<file path="config.mk">
export PLATFORM = sky130hd
export DESIGN_NAME = sorted_key_table_unit
export DESIGN_NICKNAME = d
export VERILOG_FILES = /design/src/rtl/skt_pkg.sv /design/src/rtl/sorted_key_table_unit.sv /design/src/rtl/skt_ram.sv /design/src/rtl/skt_step.sv
export SDC_FILE = /design/constraint.sdc
export NUM_CORES = 1
export LEC_CHECK = 0
export ABC_AREA = 1
export ABC_CLOCK_PERIOD_IN_PS = 6450
export BUFFER_PORTS_ARGS = -buffer_cell sky130_fd_sc_hd__buf_2
export CAP_MARGIN = 20
export CELL_PAD_IN_SITES_DETAIL_PLACEMENT = 1
export CELL_PAD_IN_SITES_GLOBAL_PLACEMENT = 1
export CORE_MARGIN = 2
export CORE_UTILIZATION = 45
export CTS_CLUSTER_SIZE = 25
export DETAILED_ROUTE_END_ITERATION = 16
export GPL_ROUTABILITY_DRIVEN = 1
export PLACE_DENSITY = 0.75
export SETUP_SLACK_MARGIN = 0.4
export SLEW_MARGIN = 0
export SYNTH_ARGS = -nofsm -noshare
export SYNTH_HDL_FRONTEND = slang
export SYNTH_SLANG_ARGS = --single-unit
</file>
<file path="constraint.sdc">
create_clock -name i_clk -period 6.45 [get_ports i_clk]
set_clock_uncertainty 0.05 [all_clocks]
set_input_delay 0.9675 -clock i_clk [delete_from_list [all_inputs] [get_ports i_clk]]
set_output_delay 0.9675 -clock i_clk [all_outputs]
set_load 0.02 [all_outputs]
</file>
<file path="src/rtl/skt_pkg.sv">
`timescale 1ns / 1ps
//------------------------------------------------------------------------------
// skt_pkg
// Types, widths and codes for the sorted key table.
//------------------------------------------------------------------------------
package skt_pkg;

    localparam int TABLE_DEPTH = 16;
    localparam int IDX_W       = $clog2(TABLE_DEPTH);
    localparam int CNT_W       = $clog2(TABLE_DEPTH + 1);

    localparam int FUNC_W  = 2;
    localparam int KEY_W   = 32;
    localparam int PAY_W   = 32;
    localparam int STAT_W  = 2;
    localparam int POS_W   = 4;
    localparam int FILL_W  = 5;
    localparam int ENTRY_W = KEY_W + PAY_W;

    localparam int IN_TDATA_W  = 64;
    localparam int OUT_FIELD_W = POS_W + PAY_W + FILL_W;
    localparam int OUT_TDATA_W = ((OUT_FIELD_W + 7) / 8) * 8;
    localparam int OUT_PAD_W   = OUT_TDATA_W - OUT_FIELD_W;

    localparam logic [FUNC_W-1:0] FUNC_INSERT = 2'd0;
    localparam logic [FUNC_W-1:0] FUNC_LOOKUP = 2'd1;
    localparam logic [FUNC_W-1:0] FUNC_DELETE = 2'd2;

    localparam logic [STAT_W-1:0] STAT_OK        = 2'd0;
    localparam logic [STAT_W-1:0] STAT_NOT_FOUND = 2'd1;
    localparam logic [STAT_W-1:0] STAT_FULL      = 2'd2;

    typedef enum logic [5:0] {
        S_IDLE = 6'b000001,
        S_SRCH = 6'b000010,
        S_CMP  = 6'b000100,
        S_MOVE = 6'b001000,
        S_MVW  = 6'b010000,
        S_DONE = 6'b100000
    } t_state;

    // one probe of the search: bounds are lo (inclusive) and hi (exclusive)
    typedef struct packed {
        logic [CNT_W-1:0] lo;
        logic [CNT_W-1:0] hi;
        logic [KEY_W-1:0] want;
        logic [KEY_W-1:0] have;
        logic             exact;
    } t_step_req;

    typedef struct packed {
        logic [IDX_W-1:0] mid;
        logic [CNT_W-1:0] lo_nx;
        logic [CNT_W-1:0] hi_nx;
        logic             hit;
        logic             active;
    } t_step_res;

endpackage

</file>
<file path="src/rtl/sorted_key_table_unit.sv">
`timescale 1ns / 1ps
// An insert into a full table and the unused function code go straight to the result;
// otherwise each search probe is a RAM read and then a compare in the search unit.
// Insert and delete then move entries one at a time, each a RAM read and then a write.
// One operation at a time: a new input is taken only once the previous result has been
// handed to the output register; a result waits while stalled.
// Synchronous active-low reset empties the table; RAM contents are not cleared.
//------------------------------------------------------------------------------
// sorted_key_table_unit
// Table of signed keys with payloads in ascending order: insert, binary
// search lookup and delete, sequenced over one RAM and one compare unit.
//------------------------------------------------------------------------------
module sorted_key_table_unit
    import skt_pkg::*;
(
    input  logic                   i_clk,
    input  logic                   i_rst_n,
    input  logic                   s_axis_tvalid,
    output logic                   s_axis_tready,
    input  logic [IN_TDATA_W-1:0]  s_axis_tdata,  // key[31:0], payload_in[63:32]
    input  logic [FUNC_W-1:0]      s_axis_tuser,  // func[1:0]
    output logic                   m_axis_tvalid,
    input  logic                   m_axis_tready,
    output logic [OUT_TDATA_W-1:0] m_axis_tdata,  // position[3:0], payload_out[35:4],
                                                  // fill_count[40:36], zero pad
    output logic [STAT_W-1:0]      m_axis_tuser   // status[1:0]
);

    t_state           r_state, n_state;
    logic [FUNC_W-1:0] r_func, n_func;
    logic [KEY_W-1:0] r_key, n_key;
    logic [PAY_W-1:0] r_pay, n_pay;
    logic [CNT_W-1:0] r_lo, n_lo;
    logic [CNT_W-1:0] r_hi, n_hi;
    logic [CNT_W-1:0] r_n, n_n;
    logic [IDX_W-1:0] r_pos, n_pos;
    logic [CNT_W-1:0] r_count, n_count;
    logic [STAT_W-1:0] r_status, n_status;
    logic [PAY_W-1:0] r_pout, n_pout;
    logic             r_ovalid, n_ovalid;
    logic [STAT_W-1:0] r_o_status, n_o_status;
    logic [IDX_W-1:0] r_o_pos, n_o_pos;
    logic [PAY_W-1:0] r_o_pout, n_o_pout;
    logic [CNT_W-1:0] r_o_fill, n_o_fill;

    logic               ram_we;
    logic [IDX_W-1:0]   ram_waddr;
    logic [ENTRY_W-1:0] ram_wdata;
    logic [IDX_W-1:0]   ram_raddr;
    logic [ENTRY_W-1:0] ram_rdata;

    t_step_req step_req;
    t_step_res step_res;

    logic [CNT_W-1:0] n_dec;
    logic [CNT_W-1:0] n_inc;
    logic             is_insert;

    skt_ram #(
        .WIDTH (ENTRY_W),
        .DEPTH (TABLE_DEPTH)
    ) u_ram (
        .i_clk   (i_clk),
        .i_we    (ram_we),
        .i_waddr (ram_waddr),
        .i_wdata (ram_wdata),
        .i_raddr (ram_raddr),
        .o_rdata (ram_rdata)
    );

    skt_step u_step (
        .i_req (step_req),
        .o_res (step_res)
    );

    assign is_insert = r_func == FUNC_INSERT;
    assign n_dec     = r_n - CNT_W'(1);
    assign n_inc     = r_n + CNT_W'(1);

    always_comb begin
        step_req.lo    = r_lo;
        step_req.hi    = r_hi;
        step_req.want  = r_key;
        step_req.have  = ram_rdata[KEY_W-1:0];
        step_req.exact = !is_insert;
    end

    always_comb begin
        n_state    = r_state;
        n_func     = r_func;
        n_key      = r_key;
        n_pay      = r_pay;
        n_lo       = r_lo;
        n_hi       = r_hi;
        n_n        = r_n;
        n_pos      = r_pos;
        n_count    = r_count;
        n_status   = r_status;
        n_pout     = r_pout;
        n_ovalid   = r_ovalid && !m_axis_tready;
        n_o_status = r_o_status;
        n_o_pos    = r_o_pos;
        n_o_pout   = r_o_pout;
        n_o_fill   = r_o_fill;
        ram_we     = 1'b0;
        ram_waddr  = '0;
        ram_wdata  = '0;
        ram_raddr  = '0;

        unique case (r_state)
            S_IDLE: begin
                if (s_axis_tvalid) begin
                    n_func   = s_axis_tuser;
                    n_key    = s_axis_tdata[KEY_W-1:0];
                    n_pay    = s_axis_tdata[KEY_W +: PAY_W];
                    n_lo     = '0;
                    n_hi     = r_count;
                    n_status = STAT_OK;
                    n_pos    = '0;
                    n_pout   = '0;
                    case (s_axis_tuser) inside
                        FUNC_INSERT: begin
                            if (r_count == CNT_W'(TABLE_DEPTH)) begin
                                n_status = STAT_FULL;
                                n_state  = S_DONE;
                            end else begin
                                n_state = S_SRCH;
                            end
                        end
                        FUNC_LOOKUP, FUNC_DELETE: begin
                            n_state = S_SRCH;
                        end
                        default: begin
                            n_state = S_DONE;
                        end
                    endcase
                end
            end
            S_SRCH: begin
                if (step_res.active) begin
                    ram_raddr = step_res.mid;
                    n_state   = S_CMP;
                end else if (is_insert) begin
                    n_pos   = r_lo[IDX_W-1:0];
                    n_n     = r_count;
                    n_state = S_MOVE;
                end else begin
                    n_status = STAT_NOT_FOUND;
                    n_state  = S_DONE;
                end
            end
            S_CMP: begin
                if (step_res.hit) begin
                    n_pos  = step_res.mid;
                    n_pout = ram_rdata[KEY_W +: PAY_W];
                    if (r_func == FUNC_DELETE) begin
                        n_n     = CNT_W'(step_res.mid);
                        n_state = S_MOVE;
                    end else begin
                        n_state = S_DONE;
                    end
                end else begin
                    n_lo    = step_res.lo_nx;
                    n_hi    = step_res.hi_nx;
                    n_state = S_SRCH;
                end
            end
            S_MOVE: begin
                if (is_insert) begin
                    if (r_n > CNT_W'(r_pos)) begin
                        ram_raddr = n_dec[IDX_W-1:0];
                        n_state   = S_MVW;
                    end else begin
                        ram_we    = 1'b1;
                        ram_waddr = r_pos;
                        ram_wdata = {r_pay, r_key};
                        n_count   = r_count + CNT_W'(1);
                        n_state   = S_DONE;
                    end
                end else begin
                    if (n_inc < r_count) begin
                        ram_raddr = n_inc[IDX_W-1:0];
                        n_state   = S_MVW;
                    end else begin
                        n_count = r_count - CNT_W'(1);
                        n_state = S_DONE;
                    end
                end
            end
            S_MVW: begin
                ram_we    = 1'b1;
                ram_waddr = r_n[IDX_W-1:0];
                ram_wdata = ram_rdata;
                n_n       = is_insert ? n_dec : n_inc;
                n_state   = S_MOVE;
            end
            S_DONE: begin
                if (!r_ovalid || m_axis_tready) begin
                    n_ovalid   = 1'b1;
                    n_o_status = r_status;
                    n_o_pos    = r_pos;
                    n_o_pout   = r_pout;
                    n_o_fill   = r_count;
                    n_state    = S_IDLE;
                end
            end
            default: begin
                n_state = S_IDLE;
            end
        endcase
    end

    always_ff @(posedge i_clk) begin
        if (!i_rst_n) begin
            r_state  <= S_IDLE;
            r_count  <= '0;
            r_ovalid <= 1'b0;
        end else begin
            r_state  <= n_state;
            r_count  <= n_count;
            r_ovalid <= n_ovalid;
        end
    end

    always_ff @(posedge i_clk) begin
        r_func     <= n_func;
        r_key      <= n_key;
        r_pay      <= n_pay;
        r_lo       <= n_lo;
        r_hi       <= n_hi;
        r_n        <= n_n;
        r_pos      <= n_pos;
        r_status   <= n_status;
        r_pout     <= n_pout;
        r_o_status <= n_o_status;
        r_o_pos    <= n_o_pos;
        r_o_pout   <= n_o_pout;
        r_o_fill   <= n_o_fill;
    end

    assign s_axis_tready = r_state == S_IDLE;
    assign m_axis_tvalid = r_ovalid;
    assign m_axis_tuser  = r_o_status;
    assign m_axis_tdata  = {{OUT_PAD_W{1'b0}}, FILL_W'(r_o_fill), r_o_pout, POS_W'(r_o_pos)};

endmodule

</file>
<file path="src/rtl/skt_ram.sv">
`timescale 1ns / 1ps
//------------------------------------------------------------------------------
// skt_ram
// Generic single-write, single-read RAM with registered read data.
//------------------------------------------------------------------------------
module skt_ram #(
    parameter int WIDTH = 64,
    parameter int DEPTH = 16
) (
    input  logic                     i_clk,
    input  logic                     i_we,
    input  logic [$clog2(DEPTH)-1:0] i_waddr,
    input  logic [WIDTH-1:0]         i_wdata,
    input  logic [$clog2(DEPTH)-1:0] i_raddr,
    output logic [WIDTH-1:0]         o_rdata
);

    logic [WIDTH-1:0] r_mem [DEPTH];
    logic [WIDTH-1:0] r_rdata;

    always_ff @(posedge i_clk) begin
        if (i_we) begin
            r_mem[i_waddr] <= i_wdata;
        end
        r_rdata <= r_mem[i_raddr];
    end

    assign o_rdata = r_rdata;

endmodule

</file>
<file path="src/rtl/skt_step.sv">
`timescale 1ns / 1ps
//------------------------------------------------------------------------------
// skt_step
// Shared search unit: midpoint, signed key compare and next bounds.
//------------------------------------------------------------------------------
module skt_step
    import skt_pkg::*;
(
    input  t_step_req i_req,
    output t_step_res o_res
);

    logic [CNT_W-1:0] span;
    logic [CNT_W-1:0] mid_c;
    logic             key_lt;
    logic             key_eq;
    logic             go_low;

    always_comb begin
        span   = i_req.hi - i_req.lo - CNT_W'(1);
        mid_c  = i_req.lo + (span >> 1);
        key_lt = $signed(i_req.want) < $signed(i_req.have);
        key_eq = i_req.want == i_req.have;
        // exact search narrows below on want < have, lower bound on want <= have
        go_low = i_req.exact ? key_lt : (key_lt || key_eq);

        o_res.mid    = mid_c[IDX_W-1:0];
        o_res.hit    = i_req.exact && key_eq;
        o_res.lo_nx  = go_low ? i_req.lo : (mid_c + CNT_W'(1));
        o_res.hi_nx  = go_low ? mid_c : i_req.hi;
        o_res.active = i_req.lo < i_req.hi;
    end

endmodule

</file>
* Word level (Yosys, flattened, before mapping)
Memory sizes are Yosys's and may differ from the RTL's. A register that Yosys moved wholly into a read port is not among the register bits.
Index checks and enable logic that the tools add are counted.
** Operators by class
- $add $sub $neg :: 8
- Magnitude comparators :: 4
- Eq/ne operators :: 23
- Muxes and demuxes :: 63
- Reduce and logical (&&, ||, !) cells :: 24
** Operator list (number)
- two-way mux 64 bit :: 2
- one-hot mux 64 bit (2 select lines) :: 1
- two-way mux 6 bit :: 12
- two-way mux 5 bit :: 14
- two-way mux 32 bit :: 2
- one-hot mux 32 bit (2 select lines) :: 1
- two-way mux 4 bit :: 10
- one-hot mux 6 bit (6 select lines) :: 1
- equality test 32 bit :: 1
- less-than comparator 32 bit :: 1
- inequality test 2 bit, second input constant :: 11
- one-hot mux 5 bit (2 select lines) :: 2
- one-hot mux 4 bit (2 select lines) :: 2
- adder 5 x 1 -> 5 bit, second input constant :: 3
- one-hot mux 5 bit (3 select lines) :: 1
- subtractor 5 x 1 -> 5 bit, second input constant :: 3
- one-hot mux 4 bit (3 select lines) :: 1
- AND reduction 4 bit :: 3
- less-than comparator 5 bit :: 2
- two-way mux 2 bit :: 5
- AND reduction 5 bit :: 2
- two-way mux 1 bit :: 7
- equality test 6 x 1 -> 1 bit, second input constant :: 1
- equality test 6 x 2 -> 1 bit, second input constant :: 1
- 22 further kinds :: 33
** Word-level totals
- Bits in registers :: 174
- Bits in writable memories :: 1024
- Memories kept :: 1
** Memories
- u_ram.r_mem :: depth 16, bits a word 64, rd ports 1, clocked after memory_dff 1, write ports 1, line skt_ram.sv:18 : logic [WIDTH-1:0] r_mem [DEPTH];

* Depth between registers and ports, before layout
- Depth after elaboration :: 7
- Depth in mapped cells :: 20

* By module
From an unflattened synthesis, not the netlist that was laid out.
** Second synthesis, totals
- Cell total of the unflattened synthesis :: 5128
- Area total of the unflattened synthesis :: 54149.4 sq um
** Modules (own cells, without submodules)
- skt_ram :: instances 1, cells an instance 4210, area an instance 45158.3 sq um, sequential area each 32030.7 sq um
- sorted_key_table_unit :: instances 1, cells an instance 668, area an instance 7442.1 sq um, sequential area each 5104.9 sq um
- skt_step :: instances 1, cells an instance 250, area an instance 1549.0 sq um, sequential area each 0.0 sq um

* Worst setup path after synthesis
Ideal clock, no wire load.
- Path kind :: input -> register
- From :: input port m_axis_tready
- To :: register r_o_status[0] (netlist: m_axis_tuser[0]) (enable)
- Setup time :: 0.550 ns
- Data arrival time :: 5.133 ns
- Slack :: 0.717 ns
- Stages :: 2
- Path buffers :: 0
- Cells stage by stage :: nor2_1 -> nor4_1
** On the way
- Word-level cells in the longest chain between the ends :: 2
** Ends and longest elaborated chain
- from (decl) :: line sorted_key_table_unit.sv:23 : input logic m_axis_tready,
- logical OR 1 bit :: line sorted_key_table_unit.sv:198 : if (!r_ovalid || m_axis_tready) begin
- AND reduction 2 bit (no line)
- to (signal assigned) :: line sorted_key_table_unit.sv:235 : r_o_status <= n_o_status;
- to (decl) :: line sorted_key_table_unit.sv:41 : logic [STAT_W-1:0] r_o_status, n_o_status;
No other way between the ends.
A chain may end at the register's enable or synchronous reset.

* Worst setup path after layout
- From :: register r_n[0]
- To :: register u_ram.r_rdata[2] (netlist: u_ram.o_rdata[2]) (read register of u_ram.r_mem)
** On the way
- Word-level cells in the longest chain between the ends :: 5
** Ends and longest elaborated chain
- from (decl) :: line sorted_key_table_unit.sv:35 : logic [CNT_W-1:0] r_n, n_n;
- from (signal assigned) :: line sorted_key_table_unit.sv:231 : r_n <= n_n;
- adder 5 x 1 -> 5 bit :: line sorted_key_table_unit.sv:78 : assign n_inc = r_n + CNT_W'(1);
- less-than comparator 5 bit :: line sorted_key_table_unit.sv:181 : if (n_inc < r_count) begin
- two-way mux 4 bit :: line sorted_key_table_unit.sv:181
- two-way mux 4 bit (*) :: line sorted_key_table_unit.sv:169 : if (is_insert) begin
- one-hot mux 4 bit (2 select lines) (*) :: line sorted_key_table_unit.sv:110 : unique case (r_state)
- to (decl) :: line skt_ram.sv:19 : logic [WIDTH-1:0] r_rdata;
Mark *: on every way between the ends. The rest lies on a longest branch, timed or not.

==> metrics.md <==
| Metric | Value |
|---|---|
| Outcome | `completed` |
| DR iter-0 viols | `3989` |
| Initial antenna violation count | `4` |
| CTS buffer count | `137` |
| Slew Limit Fails | `0` |
| Total Wirelength | `163 mm` |
| Yosys warning count | `0` |
| Fillers | `12.8k` |
| Hold Vio Cnt, Final | `0` |
| Rel. slew slack | `17.2%` |
| IO Port Bufs | `114` |
| Max-Cap Viols | `0` |
| Syn Inst Count | `4956` |
| Worst setup EP type | `register` |
| Seq/Total Area, Yosys | `67.8%` |
| Synth Cell Area | `0.0547 mm²` |
| Internal reg-to-reg setup slack | `2.02 ns` |
| Max clock buf depth | `3` |
| CTS Hold Bufs | `0` |
| Area grow syn2layout | `12.7%` |
| Vias | `38.2k` |
| Reg area | `0.0371 mm²` |
| Initial Util | `45.5%` |
| Static leakage | `0.0249 µW` |
| Yosys reg bits | `1262` |
| Peak VDD IR | `0.304 mV` |
| Worst-Margin Slew | `1.24 ns` |
| HP Class | `input pin to register` |
| DRC | `0` |
| Core area | `0.120 mm²` |
| Critical path class | `register to register` |
| Crit-path max FO | `81` |
| Reg clk slew, reported paths | `0.06 ns` |
| Chip Height | `353 µm` |
| Die area | `0.124 mm²` |
| GPL Wtd Cong | `0.842` |
| Post-CTS Setup Bufs | `0` |
| Worst setup SP type | `register` |
| First-pass GRT wire length | `244 mm` |
| Yosys cell types | `39` |
| Yosys top cell area share | `65.1%` |
| Placed Area | `0.0571 mm²` |
| Setup-failing EPs final | `0` |
| Clock Latency Late Sink | `0.76 ns` |
| CTS Root Cell | `clkbuf_16` |
| Pwr Density | `306 mW/mm²` |
| Avg Cell Area, Syn | `11.0 µm²` |
| Fmax | `226 MHz` |
| CTS resizes | `0` |
| Largest net degree at the start of global routing | `209` |
| RSZ-0062 raised after global routing | `no` |
| CP Data Required Time | `7.04 ns` |
| GR Util All Layers | `25.9%` |
| Final period utilization | `68.6%` |
| Multi-input gate area | `0.0130 mm²` |
| Total grt overflow | `0` |
| Wire per inst | `24.0 µm` |
| Finished Cell Area | `0.0617 mm²` |
| Final ANT Viol Nets | `0` |
| Layout Nets | `5178` |
| TritonCTS clock tree | `yes` |
| I/O pin count | `122` |
| Cell taking the most area after synthesis | `edfxtp_1` |
| Ratio of cells with drive above 1 in the final layout | `9.30%` |
| # rows | `127` |
| DR pass1 iterations | `5` |
| Arr. time, crit path | `5.02 ns` |
| Vias/cell | `5.64` |
| Fin crit period | `4.43 ns` |
| Vias in the first global route | `39.8k` |
| Dpl hpwl | `84.7 mm` |
| Top cells by area, synth | `edfxtp_1, nand3_1, nand2_1, inv_1, dfxtp_1` |
| Die extent in x | `353 µm` |
| Htree depth | `4` |
| Clock Sink Count | `1262` |
| ANT cells | `0` |
| Setup TNS Final | `0 ns` |
## final timing paths
kind | to | depth (start not counted) | start
min | r_pay[13] | 1 | s_axis_tdata[45]
max reg2reg | u_ram.o_rdata[2] | 17 | r_n[0]
max | u_ram.o_rdata[2] | 17 | r_n[0]
min reg2reg | r_o_pout[16] | 0 | r_pout[16]
## report_power, final
part	internal [µW]	leakage (µW)	total (µW)	switching (µW)
logic	434	0.0132	1530	1100
clock network	4740	0.00223	8020	3290
registers	9170	0.00947	9300	137
## Yosys cell counts
| cell type | number |
|---|---|
| or2_2 | 1 |
| nor3_1 | 2 |
| or2_1 | 3 |
| a21oi_2 | 1 |
| clkbuf_1 | 40 |
| buf_8 | 1 |
| nand2_2 | 3 |
| nand2_1 | 849 |
| ha_1 | 58 |
| dfxtp_1 | 76 |
| xnor2_1 | 5 |
| xor2_1 | 8 |
| nand3_2 | 1 |
| o22ai_1 | 5 |
| inv_2 | 8 |
| nor3_2 | 1 |
| nand2_8 | 1 |
| nor2_4 | 1 |
| inv_1 | 835 |
| nor3b_1 | 1 |
| o211ai_1 | 3 |
| nor4_1 | 4 |
| conb_1 | 1 |
| nor2_1 | 92 |
| buf_6 | 30 |
| buf_2 | 181 |
| nand4_1 | 9 |
| buf_4 | 34 |
| o221ai_1 | 1 |
| o21bai_1 | 3 |
| buf_1 | 8 |
| o21ai_0 | 92 |
| a21oi_1 | 37 |
| nor4_4 | 1 |
| nand3b_1 | 192 |
| nand3_1 | 1176 |
| edfxtp_1 | 1186 |
| o21a_1 | 3 |
| fa_1 | 3 |
## layout make-up
cell class / instances / share of cell area (%)
Multi-Input combinational cell: 2563 / 21.0
Inverter: 843 / 5.16
Tap cell: 1612 / 3.27
Sequential cell: 1262 / 60.2
Clock buffer: 189 / 6.29
Clock inverter: 62 / 1.11
Timing Repair Buffer: 240 / 2.94
## per-stage QoR
stage | setup WS [ns] | hold WS (ns) | instances | power (µW) | utilization [%]
finish | 2.02 | 0.333 | 6771 | 18900 | 51.3
global route | 1.73 | 0.298 | 6771 | 19400 | 51.3
CTS | 2.08 | 0.276 | 6765 | 19000 | 51.2
detailed placement | 2.10 | 0.355 | 6514 | 11000 | 47.4
global placement | 2.16 | 0.350 | 6511 | 10900 | 47.4
floorplan | 0.717 | 0.350 | 4962 | 10400 | -
## placed cells by master (no fill, tap or decap), types with 34 or more instances in the layout
master	n
clkbuf_16	144
inv_1	834
edfxtp_1	1186
buf_4	101
nand3_1	1175
nand2_1	849
dfxtp_1	76
clkbuf_1	34
nor2_1	74
a21oi_1	37
ha_1	58
nand3b_1	192
buf_2	114
o21ai_0	82
## layer usage
metal | share of wire [%] | routed length (µm) | vias to the layer above | GRT usage (%)
met5 | 0 | 0 | - | 0
met1 | 42 | 67900 | 19395 | 34.5
met3 | 7.4 | 12000 | 348 | 4.68
met4 | 3.1 | 5050 | 0 | 8.64
met2 | 48 | 77900 | 1533 | 42.9
li1 | - | - | 16888 | -
## critical path, cell delays in order (launching register included)
cell,delay [ns]
edfxtp_1,0.43
ha_1,0.21
nand3_1,0.10
xor2_1,0.17
ha_1,0.30
nand2_1,0.05
inv_1,0.07
nand4_1,0.08
nand4_1,0.10
nand2_2,0.12
nand3_4,0.26
buf_4,0.83
buf_4,0.78
nand3_1,0.22
nand3_1,0.16
nand3_1,0.10
nand3_1,0.14
nand2_1,0.06
## kinds of logic (layout without fill, tap and decap cells)
group	after synthesis	after routing	share of synthesized area, %
AO/OA/AOI/OAI	145	145	1.39
XOR/XNOR	13	13	0.208
adder cells (fa/ha/maj)	61	61	1.44
buffers and inverters	1137	1334	8.88
flip-flops	1262	1262	67.8
other	1	7	0.00685
AND/OR/NAND/NOR	2337	2337	20.2
## sequential cells by signal, indices dropped and copies added, names as in the netlist
| signal | count |
|---|---|
| u_ram.r_mem | 1024 |
| u_ram.o_rdata | 64 |
| r_key | 32 |
| r_o_pout | 32 |
| r_pay | 32 |
| r_pout | 32 |
| r_state | 6 |
| r_count | 5 |
| r_hi | 5 |
| r_lo | 5 |
| r_n | 5 |
| r_o_fill | 5 |
| r_o_pos | 4 |
| r_pos | 4 |
| m_axis_tuser | 2 |
| r_func | 2 |
| r_status | 2 |
| m_axis_tvalid | 1 |
(Power assumes the default switching activity.)
